<file path="config.mk">
export PLATFORM = sky130hd
export DESIGN_NAME = adler32_checksum
export DESIGN_NICKNAME = d
export VERILOG_FILES = /design/src/adl_pkg.sv /design/src/adl_lane.sv /design/src/adl_merge.sv /design/src/adl_acc.sv /design/src/adler32_checksum.sv
export SDC_FILE = /design/constraint.sdc
export NUM_CORES = 1
export LEC_CHECK = 0
export BUFFER_PORTS_ARGS = -buffer_cell sky130_fd_sc_hd__buf_4
export CAP_MARGIN = 20
export CORE_ASPECT_RATIO = 0.7
export CORE_MARGIN = 2
export CORE_UTILIZATION = 55
export DETAILED_ROUTE_END_ITERATION = 12
export PLACE_DENSITY = 0.85
export SLEW_MARGIN = 20
export SYNTH_ARGS = -nofsm -noshare
export SYNTH_HDL_FRONTEND = slang
export SYNTH_SLANG_ARGS = --single-unit
</file>
<file path="constraint.sdc">
create_clock -name clk -period 9.8 [get_ports clk]
set_input_delay 0.49 -clock clk [delete_from_list [all_inputs] [get_ports clk]]
set_output_delay 0.49 -clock clk [all_outputs]
set_load 0.1 [all_outputs]
</file>
<file path="src/adl_pkg.sv">
// Package for the Adler-32 checksum block.
// Holds the modulus, the fold constant and the per-item control struct.
// No dependencies.
`default_nettype none
package adl_pkg;

  localparam int unsigned CNT_W    = 4;
  localparam int unsigned BYTE_W   = 8;
  localparam int unsigned WEIGHT_W = 12;
  localparam int unsigned SUM16_W  = 16;
  localparam int unsigned BSUM_W   = 20;

  localparam logic [16:0] ADLER_MOD = 17'd65521;
  localparam logic [16:0] FOLD_K    = 17'd15;   // 2^16 mod 65521
  localparam logic [31:0] SEED_RST  = 32'd1;
  localparam logic [15:0] LOW_RST   = 16'd1;
  localparam logic [15:0] HIGH_RST  = 16'd0;

  typedef struct packed {
    logic             first;
    logic             last;
    logic [CNT_W-1:0] cnt;
  } adl_ctl_t;

endpackage
`default_nettype wire

</file>
<file path="src/adl_lane.sv">
// One byte lane: masks its byte and forms its weight for the high sum.
// Depends on adl_pkg.
`default_nettype none
module adl_lane
  import adl_pkg::*;
#(
  parameter int LANE = 0
) (
  input  wire logic [BYTE_W-1:0]   byte_in,
  input  wire logic [CNT_W-1:0]    cnt,
  output logic      [BYTE_W-1:0]   byte_out,
  output logic      [WEIGHT_W-1:0] weight
);

  localparam logic [CNT_W-1:0] LANE_IDX = CNT_W'(LANE);

  logic             active;
  logic [CNT_W-1:0] mult;

  always_comb begin
    active = (LANE_IDX < cnt);
    mult   = cnt - LANE_IDX;
    if (active) begin
      byte_out = byte_in;
      weight   = WEIGHT_W'(mult) * WEIGHT_W'(byte_in);
    end else begin
      byte_out = '0;
      weight   = '0;
    end
  end

endmodule
`default_nettype wire

</file>
<file path="src/adl_merge.sv">
// Merge stage: adds the lane bytes and weights and registers them with control.
// Depends on adl_pkg.
`default_nettype none
module adl_merge
  import adl_pkg::*;
#(
  parameter int N      = 8,
  parameter int SUM_W  = 11,
  parameter int WSUM_W = 14
) (
  input  wire logic                  clk,
  input  wire logic                  rst_n,
  input  wire logic                  load,
  input  wire logic                  drain,
  input  wire logic [N*BYTE_W-1:0]   lane_bytes,
  input  wire logic [N*WEIGHT_W-1:0] lane_weights,
  input  wire adl_ctl_t              ctl_in,
  output logic                       valid,
  output adl_ctl_t                   ctl_out,
  output logic      [SUM_W-1:0]      byte_sum,
  output logic      [WSUM_W-1:0]     weight_sum
);

  logic              valid_r;
  adl_ctl_t          ctl_r;
  logic [SUM_W-1:0]  bsum_r, bsum_nxt;
  logic [WSUM_W-1:0] wsum_r, wsum_nxt;

  always_comb begin
    bsum_nxt = '0;
    wsum_nxt = '0;
    for (int i = 0; i < N; i++) begin
      bsum_nxt = bsum_nxt + SUM_W'(lane_bytes[i*BYTE_W +: BYTE_W]);
      wsum_nxt = wsum_nxt + WSUM_W'(lane_weights[i*WEIGHT_W +: WEIGHT_W]);
    end
  end

  always_ff @(posedge clk) begin
    if (!rst_n) begin
      valid_r <= 1'b0;
    end else if (load) begin
      valid_r <= 1'b1;
    end else if (drain) begin
      valid_r <= 1'b0;
    end
  end

  always_ff @(posedge clk) begin
    if (load) begin
      ctl_r  <= ctl_in;
      bsum_r <= bsum_nxt;
      wsum_r <= wsum_nxt;
    end
  end

  assign valid      = valid_r;
  assign ctl_out    = ctl_r;
  assign byte_sum   = bsum_r;
  assign weight_sum = wsum_r;

endmodule
`default_nettype wire

</file>
<file path="src/adl_acc.sv">
// Running sums: applies one merged item and reduces both sums mod 65521.
// Depends on adl_pkg.
`default_nettype none
module adl_acc
  import adl_pkg::*;
#(
  parameter int SUM_W  = 11,
  parameter int WSUM_W = 14
) (
  input  wire logic              clk,
  input  wire logic              rst_n,
  input  wire logic              step,
  input  wire logic [31:0]       seed,
  input  wire adl_ctl_t          ctl,
  input  wire logic [SUM_W-1:0]  byte_sum,
  input  wire logic [WSUM_W-1:0] weight_sum,
  output logic      [31:0]       sum_nxt,
  output logic      [31:0]       sum_cur
);

  logic [SUM16_W-1:0] low_r, low_nxt;
  logic [SUM16_W-1:0] high_r, high_nxt;
  logic [SUM16_W-1:0] a_base, b_base;
  logic [16:0]        a_sum, a_red;
  logic [BSUM_W-1:0]  b_sum;
  logic [16:0]        b_fold, b_red;

  always_comb begin
    a_base = ctl.first ? seed[15:0]  : low_r;
    b_base = ctl.first ? seed[31:16] : high_r;
    a_sum  = 17'(a_base) + 17'(byte_sum);
    b_sum  = BSUM_W'(b_base) + BSUM_W'(ctl.cnt) * BSUM_W'(a_base) + BSUM_W'(weight_sum);
    b_fold = 17'(b_sum[15:0]) + 17'(b_sum[BSUM_W-1:16]) * FOLD_K;
    a_red  = (a_sum  >= ADLER_MOD) ? a_sum  - ADLER_MOD : a_sum;
    b_red  = (b_fold >= ADLER_MOD) ? b_fold - ADLER_MOD : b_fold;
    if (ctl.cnt != '0) begin
      low_nxt  = a_red[15:0];
      high_nxt = b_red[15:0];
    end else begin
      low_nxt  = a_base;
      high_nxt = b_base;
    end
  end

  always_ff @(posedge clk) begin
    if (!rst_n) begin
      low_r  <= LOW_RST;
      high_r <= HIGH_RST;
    end else if (step) begin
      low_r  <= low_nxt;
      high_r <= high_nxt;
    end
  end

  assign sum_nxt = {high_nxt, low_nxt};
  assign sum_cur = {high_r, low_r};

endmodule
`default_nettype wire

</file>
<file path="src/adler32_checksum.sv">
// Top level of the streaming Adler-32 checksum block.
// Depends on adl_pkg, adl_lane, adl_merge and adl_acc.
//
//   channel | handshake             | payload
//   --------+-----------------------+------------------------------------------
//   in      | in_valid / in_ready   | in_data, in_byte_count, in_first, in_last
//   out     | out_valid / out_ready | out_checksum
//   cfg     | cfg_wr_en             | cfg_wr_data (seed)
//
// One transaction per cycle sustained unless a last item is held in stage one.
// The lanes and the adder tree form stage one, the running-sum update with the
// mod 65521 fold forms stage two; the update loop closes through low_r and high_r.
// Items without last leave stage one at once; a last item waits in stage one while
// the output register is full and not taken, and the input stalls behind it.
// Reset is synchronous and needs no clearing pass.
`default_nettype none
module adler32_checksum
  import adl_pkg::*;
#(
  parameter int BYTES_PER_ITEM = 8
) (
  input  wire logic                         clk,
  input  wire logic                         rst_n,
  input  wire logic                         cfg_wr_en,
  input  wire logic [31:0]                  cfg_wr_data,
  input  wire logic                         in_valid,
  output logic                              in_ready,
  input  wire logic [BYTES_PER_ITEM*8-1:0]  in_data,
  input  wire logic [CNT_W-1:0]             in_byte_count,
  input  wire logic                         in_first,
  input  wire logic                         in_last,
  output logic                              out_valid,
  input  wire logic                         out_ready,
  output logic      [31:0]                  out_checksum
);

  localparam int N      = BYTES_PER_ITEM;
  localparam int SUM_W  = $clog2(N * 255 + 1);
  localparam int WSUM_W = $clog2((N * (N + 1) / 2) * 255 + 1);
  localparam logic [CNT_W-1:0] CNT_MAX = CNT_W'(N);

  logic [31:0]           seed_r;
  logic [CNT_W-1:0]      cnt_sat;
  adl_ctl_t              in_ctl, s1_ctl;
  logic [N*BYTE_W-1:0]   lane_bytes;
  logic [N*WEIGHT_W-1:0] lane_weights;
  logic                  s1_valid, load, drain;
  logic [SUM_W-1:0]      s1_bsum;
  logic [WSUM_W-1:0]     s1_wsum;
  logic [31:0]           acc_nxt, acc_cur;
  logic                  out_valid_r;
  logic [31:0]           out_checksum_r;

  always_ff @(posedge clk) begin
    if (!rst_n) begin
      seed_r <= SEED_RST;
    end else if (cfg_wr_en) begin
      seed_r <= cfg_wr_data;
    end
  end

  assign cnt_sat = (in_byte_count > CNT_MAX) ? CNT_MAX : in_byte_count;
  assign in_ctl  = '{first: in_first, last: in_last, cnt: cnt_sat};

  for (genvar g = 0; g < N; g++) begin : g_lane
    adl_lane #(.LANE(g)) u_lane (
      .byte_in  (in_data[g*BYTE_W +: BYTE_W]),
      .cnt      (cnt_sat),
      .byte_out (lane_bytes[g*BYTE_W +: BYTE_W]),
      .weight   (lane_weights[g*WEIGHT_W +: WEIGHT_W])
    );
  end

  assign drain    = s1_valid && (!s1_ctl.last || !out_valid_r || out_ready);
  assign in_ready = !s1_valid || drain;
  assign load     = in_valid && in_ready;

  adl_merge #(.N(N), .SUM_W(SUM_W), .WSUM_W(WSUM_W)) u_merge (
    .clk          (clk),
    .rst_n        (rst_n),
    .load         (load),
    .drain        (drain),
    .lane_bytes   (lane_bytes),
    .lane_weights (lane_weights),
    .ctl_in       (in_ctl),
    .valid        (s1_valid),
    .ctl_out      (s1_ctl),
    .byte_sum     (s1_bsum),
    .weight_sum   (s1_wsum)
  );

  adl_acc #(.SUM_W(SUM_W), .WSUM_W(WSUM_W)) u_acc (
    .clk        (clk),
    .rst_n      (rst_n),
    .step       (drain),
    .seed       (seed_r),
    .ctl        (s1_ctl),
    .byte_sum   (s1_bsum),
    .weight_sum (s1_wsum),
    .sum_nxt    (acc_nxt),
    .sum_cur    (acc_cur)
  );

  always_ff @(posedge clk) begin
    if (!rst_n) begin
      out_valid_r <= 1'b0;
    end else if (drain && s1_ctl.last) begin
      out_valid_r <= 1'b1;
    end else if (out_ready) begin
      out_valid_r <= 1'b0;
    end
  end

  always_ff @(posedge clk) begin
    if (drain && s1_ctl.last) begin
      out_checksum_r <= acc_nxt;
    end
  end

  assign out_valid    = out_valid_r;
  assign out_checksum = out_checksum_r;

  a_sums_reduced: assert property (@(posedge clk) disable iff (!rst_n)
    (drain && s1_ctl.cnt != '0) |=>
      (17'(acc_cur[15:0]) < ADLER_MOD && 17'(acc_cur[31:16]) < ADLER_MOD))
    else $error("running sums not reduced");

  a_result_loaded: assert property (@(posedge clk) disable iff (!rst_n)
    (drain && s1_ctl.last) |=> (out_valid && out_checksum == $past(acc_nxt)))
    else $error("result not loaded into output register");

  a_last_held: assert property (@(posedge clk) disable iff (!rst_n)
    (s1_valid && s1_ctl.last && out_valid_r && !out_ready) |=> s1_valid)
    else $error("last transaction dropped while output stalled");

  a_empty_ready: assert property (@(posedge clk) disable iff (!rst_n)
    !s1_valid |-> in_ready)
    else $error("empty stage refuses input");

endmodule
`default_nettype wire
</file>
# Yosys cells after proc, flatten, opt, wreduce, memory -nomap -nowiden
# Cells that the tools add are included.
# word_totals
output_inout_bits,34
elab_cells,98
ff_bits,129
# op_classes
n_reduce_logical,12
addsub,27
mux,27
n_mul,10
n_lt_le_gt_ge,11
# ops
cell,count
$mul A4 B8 Y12,8
$mux W12,8
$mux W16,6
$add A14 B12 Y14,6
$add A11 B8 Y11,6
$mux W8,8
$ge A17 B16 Y1 const B,2
$sub A16 B16 Y16 const B,2
$add A16 B20 Y20,1
$add A20 B14 Y20,1
$mul A4 B16 Y20,1
$add A16 B11 Y17,1
$add A16 B8 Y17,1
$lt A3 B4 Y1 const A,4
$sub A4 B3 Y4 const B,4
$add A12 B12 Y13,1
$add A8 B8 Y9,1
$lt A1 B4 Y1 const A,2
$lt A2 B4 Y1 const A,2
$mul A4 B4 Y8 const B,1
$sub A4 B2 Y4 const B,2
$gt A4 B4 Y1 const B,1
$mux W1,4
$mux W4,1
other kinds (6),13

# Depth between registers and ports, before layout
# logic_depth
depth_word,12
ltp_mapped,41
mapped_depth_nobuf,38

# By module
# A second synthesis with hierarchy kept.
# unflattened
cells_unflattened,2670
area_unflattened_um2,23359.9
# by_module_without_submodules
mod,area_each_um2,seq_area_each_um2,instances,cells_each
adl_acc,7121.8,640.6,1,891
adl_merge,5138.7,950.9,1,502
adler32_checksum,2292.2,1621.6,1,148
adl_lane at g_lane[1].u_lane,1131.1,0.0,1,144
adl_lane at g_lane[0].u_lane,1126.1,0.0,1,137
adl_lane at g_lane[5].u_lane,1116.1,0.0,1,141
adl_lane at g_lane[4].u_lane,1102.3,0.0,1,146
adl_lane at g_lane[6].u_lane,1088.5,0.0,1,145
adl_lane at g_lane[3].u_lane,1082.3,0.0,1,137
adl_lane at g_lane[2].u_lane,1081.0,0.0,1,140
adl_lane at g_lane[7].u_lane,1079.8,0.0,1,139

# Worst setup path after synthesis
# Ideal clock, no wire load.
# synth_path
path_type,register to register
from,"register u_merge.ctl_r, in the netlist u_merge.ctl_out[5]"
to,register out_checksum_r[18] (netlist: out_checksum[18]) (data pin)
path_stages_with_launch,40
path_slack_ns,-0.839
path_buffers,3
setup_ns,0.254
required_time_ns,9.546
period_less_slack_ns,10.639
arrival_ns,10.385
cell_sequence,edfxtp_1 clkbuf_1 buf_1 buf_1 mux2_2 and2_1 fa_1 fa_1 inv_1 fa_1 inv_1 ha_1 a211oi_1 o211ai_1 a211o_1 a21oi_1 o21bai_1 a21oi_1 [... 4 more ...] fa_1 inv_1 fa_1 inv_1 fa_1 inv_1 ha_1 nor2b_1 o31a_1 o31a_1 o22a_1 nor4_1 a31oi_1 a311o_1 o31a_1 or3_1 nand3_1 nand2_1
# synth_via
elab_chain_len,9
word_cells_on_any_way,11
cone_classes,add/sub: 4; mul: 2; order compare: 1; mux: 4
# synth_lines
item,line,text
"start, declared",adl_merge.sv:25,adl_ctl_t ctl_r;
"start signal, assigned",adl_merge.sv:50,ctl_r <= ctl_in;
$mux W16,adl_acc.sv:29,a_base = ctl.first ? seed[15:0] : low_r;
$mul A4 B16 Y20,adl_acc.sv:32,b_sum = BSUM_W'(b_base) + BSUM_W'(ctl.cnt) * BSUM_W'(a_base) + BSUM_W'(weight_sum);
$add A16 B20 Y20,adl_acc.sv:32,
$add A20 B14 Y20,adl_acc.sv:32,
$mul A4 B4 Y8,adl_acc.sv:33,b_fold = 17'(b_sum[15:0]) + 17'(b_sum[BSUM_W-1:16]) * FOLD_K;
$add A16 B8 Y17,adl_acc.sv:33,
$sub A16 B16 Y16 or $ge A17 B16 Y1 (tied branches),adl_acc.sv:35,b_red = (b_fold >= ADLER_MOD) ? b_fold - ADLER_MOD : b_fold;
$mux W16,adl_acc.sv:35,
$mux W16 *,adl_acc.sv:36,if (ctl.cnt != '0) begin
net acc_nxt[18],adler32_checksum.sv:50,"logic [31:0] acc_nxt, acc_cur;"
"end signal, assigned",adler32_checksum.sv:116,out_checksum_r <= acc_nxt;
"end, declared",adler32_checksum.sv:52,logic [31:0] out_checksum_r;
# Mark *: on every way through the listed nets, which the timed path passes. The rest lies on a longest branch.
# A chain may end at the register's enable or synchronous reset.

# Final worst setup path
# Same ends and word-level chain as after synthesis.

==> flow_summary.ini <==
[outcome]
status = complete, no violations

[timing]
fin_setup_tns_ps = 0
period_share = 0.981
relSlewSlack = 0.428
min_period_ps = 9620
maxSlewViolCount = 0
setup-violations-final = 0
hold_viol = 0
max_clock_freq_mhz = 104
skew_ps = 13.7
tightest_slew_ps = 855

[grt]
antenna_found_initial = 2
grt_pass1_wl_mm = 99.4
grt_usage = 0.305
grt_start_max_net_pins = 56
gr-total-overflow = 0
grt_pass1_vias = 19100

[synthesis]
yosysTopAreaCellShare = 0.242
synth_nets = 3108
synth_cell_type_count = 88
syn-cell-area_sq_um = 21800
synth.most_common_cell = inv_1
synth_edf_count = 63
synth_area_leaders = fa_1, ha_1, edfxtp_1
ys_warn_count = 0
ys_seq_area_frac = 0.147
synth_seq_cells = 129
synth.largest_area_cell = fa_1
async_reset_ff_frac = 0
avgSynthCellArea_sq_um = 8.76
synthFlopType = dfxtp_1
synth_commonest_cells = inv_1, nand2_1, fa_1, ha_1, nor2_1
synth_cells = 2488

[layout]
fill_cells = 3034
layout-drive-gt1-share = 0.139
final_cells = 3205
final_util = 0.640
nNetsFinal = 3283
area_delta_synth_final_pct = 13.8

[critical_path]
cp.arrival_ps = 9810
required_ps = 9990
path_class = reg2reg
path_max_fanout = 6
cp_common_cell = fa_1
start_kind = flip-flop
slowest_stage = fa_1
slowest_delay_ps = 520
endpoint_kind = flip-flop

[die]
core.rowCount = 60
fp.coreArea_sq_um = 38700
io_pins = 141
die_y_um = 171
initial_core_util = 0.563
die_area_sq_um = 41300
die_width_um = 242

[clock_tree]
cts_hold_buf = 0
insertion_delay_ps = 450
clk_pin_slew_worst_paths_ps = 70
numCtsBuffers = 17
clock_sinks = 129
cts_root_buf = clkbuf_16
htree_levels = 4
cts_tree = yes
cts_buffer_depth = 2

[detailed_routing]
detail-route-antenna-nets = 0
wl_mm = 63.1
drc = 0
vias_per_cell = 5.78
first_pass_iters = 7
vias = 18500
drtIter0Drc = 1849
wl_per_cell_um = 19.7

[placement]
dpl.hpwl_mm = 50.3
place.gp.congestion = 1.00
dp_cells = 3141
port_buffers = 140

[run]
drv_cap = 0

[hold_path]
hold_class = in2reg
## layout by cell type (no fill, tap or decap), types with 6 or more instances in the layout
cell type,n
a211oi_1,6
a21o_1,32
a21oi_1,126
a21oi_2,6
a31oi_1,9
and2_1,96
and3_1,10
buf_4,223
clkbuf_16,17
dfxtp_1,66
edfxtp_1,63
fa_1,262
ha_1,241
ha_4,7
inv_1,406
mux2_2,20
mux2i_1,44
nand2_1,270
nand2b_1,37
nand3_1,32
nand4_1,8
nor2_1,143
nor2b_1,99
nor3_1,14
o211ai_1,6
o21a_1,16
o21ai_0,55
o21ba_2,6
o21bai_1,57
o31a_1,10
xnor2_1,104
xor2_1,42
## kinds of logic after synthesis
kind of cell               share of synthesized area
AOI/OAI and AO/OA                              0.117
DFF                                            0.147
xor gates and xnor gates                      0.0614
adders and majority gates                      0.385
and+or+nand+nor                                0.169
muxes                                         0.0345
buffers and inverters                         0.0855
## registers in the layout, indices dropped and copies added, names as in the netlist
signal,count
u_acc.high_r,16
u_acc.low_r,16
out_valid,1
u_merge.byte_sum,11
out_checksum,32
seed_r,32
u_merge.ctl_out,6
u_merge.weight_sum,14
u_merge.valid,1
## path summary, 6_finish.rpt
kind,start,to,slack (ps),cells past startpoint
setup / recovery,u_merge.ctl_out[5],out_checksum[18],180,37
hold / removal,in_last,u_merge.ctl_out[4],220,1
setup reg to reg,u_merge.ctl_out[5],out_checksum[18],180,37
hold reg to reg,u_acc.low_r[14],u_acc.low_r[14],470,2
## routing by layer
| layer | vias to the layer above | global-route usage | share of wire |
|---|---|---|---|
| li1 | 8345 | - | - |
| met1 | 8998 | 0.415 | 0.41 |
| met2 | 1005 | 0.488 | 0.45 |
| met3 | 170 | 0.0709 | 0.11 |
| met4 | 0 | 0.0872 | 0.030 |
| met5 | - | 0 | 0 |
## cell type report
cell class              instances  area, sq um  area share
diodes                          2         5.00    0.000202
clock buffers                  18          429      0.0173
clock inverters                14          108     0.00434
inverters                     413         1550      0.0625
multi-input cells            1872        17100       0.688
flip-flops and latches        129         3210       0.130
well taps                     527          659      0.0266
repair buffers                230         1780      0.0718
## critical path, delay by kind of cell, from the launching register on
family | cells | cell delay (ps)
adder cells (fa/ha/maj) | 8 | 3620
AO/OA/AOI/OAI | 14 | 3360
AND/OR/NAND/NOR | 6 | 890
buffers and inverters | 7 | 500
flip-flops | 1 | 470
multiplexers | 1 | 330
XOR/XNOR | 1 | 180
## timing repair
action | CTS | global route
pin swaps | 5 | 44
setup endpoints to repair | 32 | 32
buffers inserted | 4 | 25
resized for setup | 11 | 62
## stage by stage
stage               setup slack [ps]  hold slack [ps]  area, sq um
detailed placement              -198              460        23700
global route                    -124              217        24800
global placement                12.4              444        23700
floorplan                      -10.8              434        21800
finish                           185              219        24800
CTS                             5.35              219        24300
Power is not shown: default switching activity piles up to over one toggle a cycle in this logic, so the estimate is an artifact.
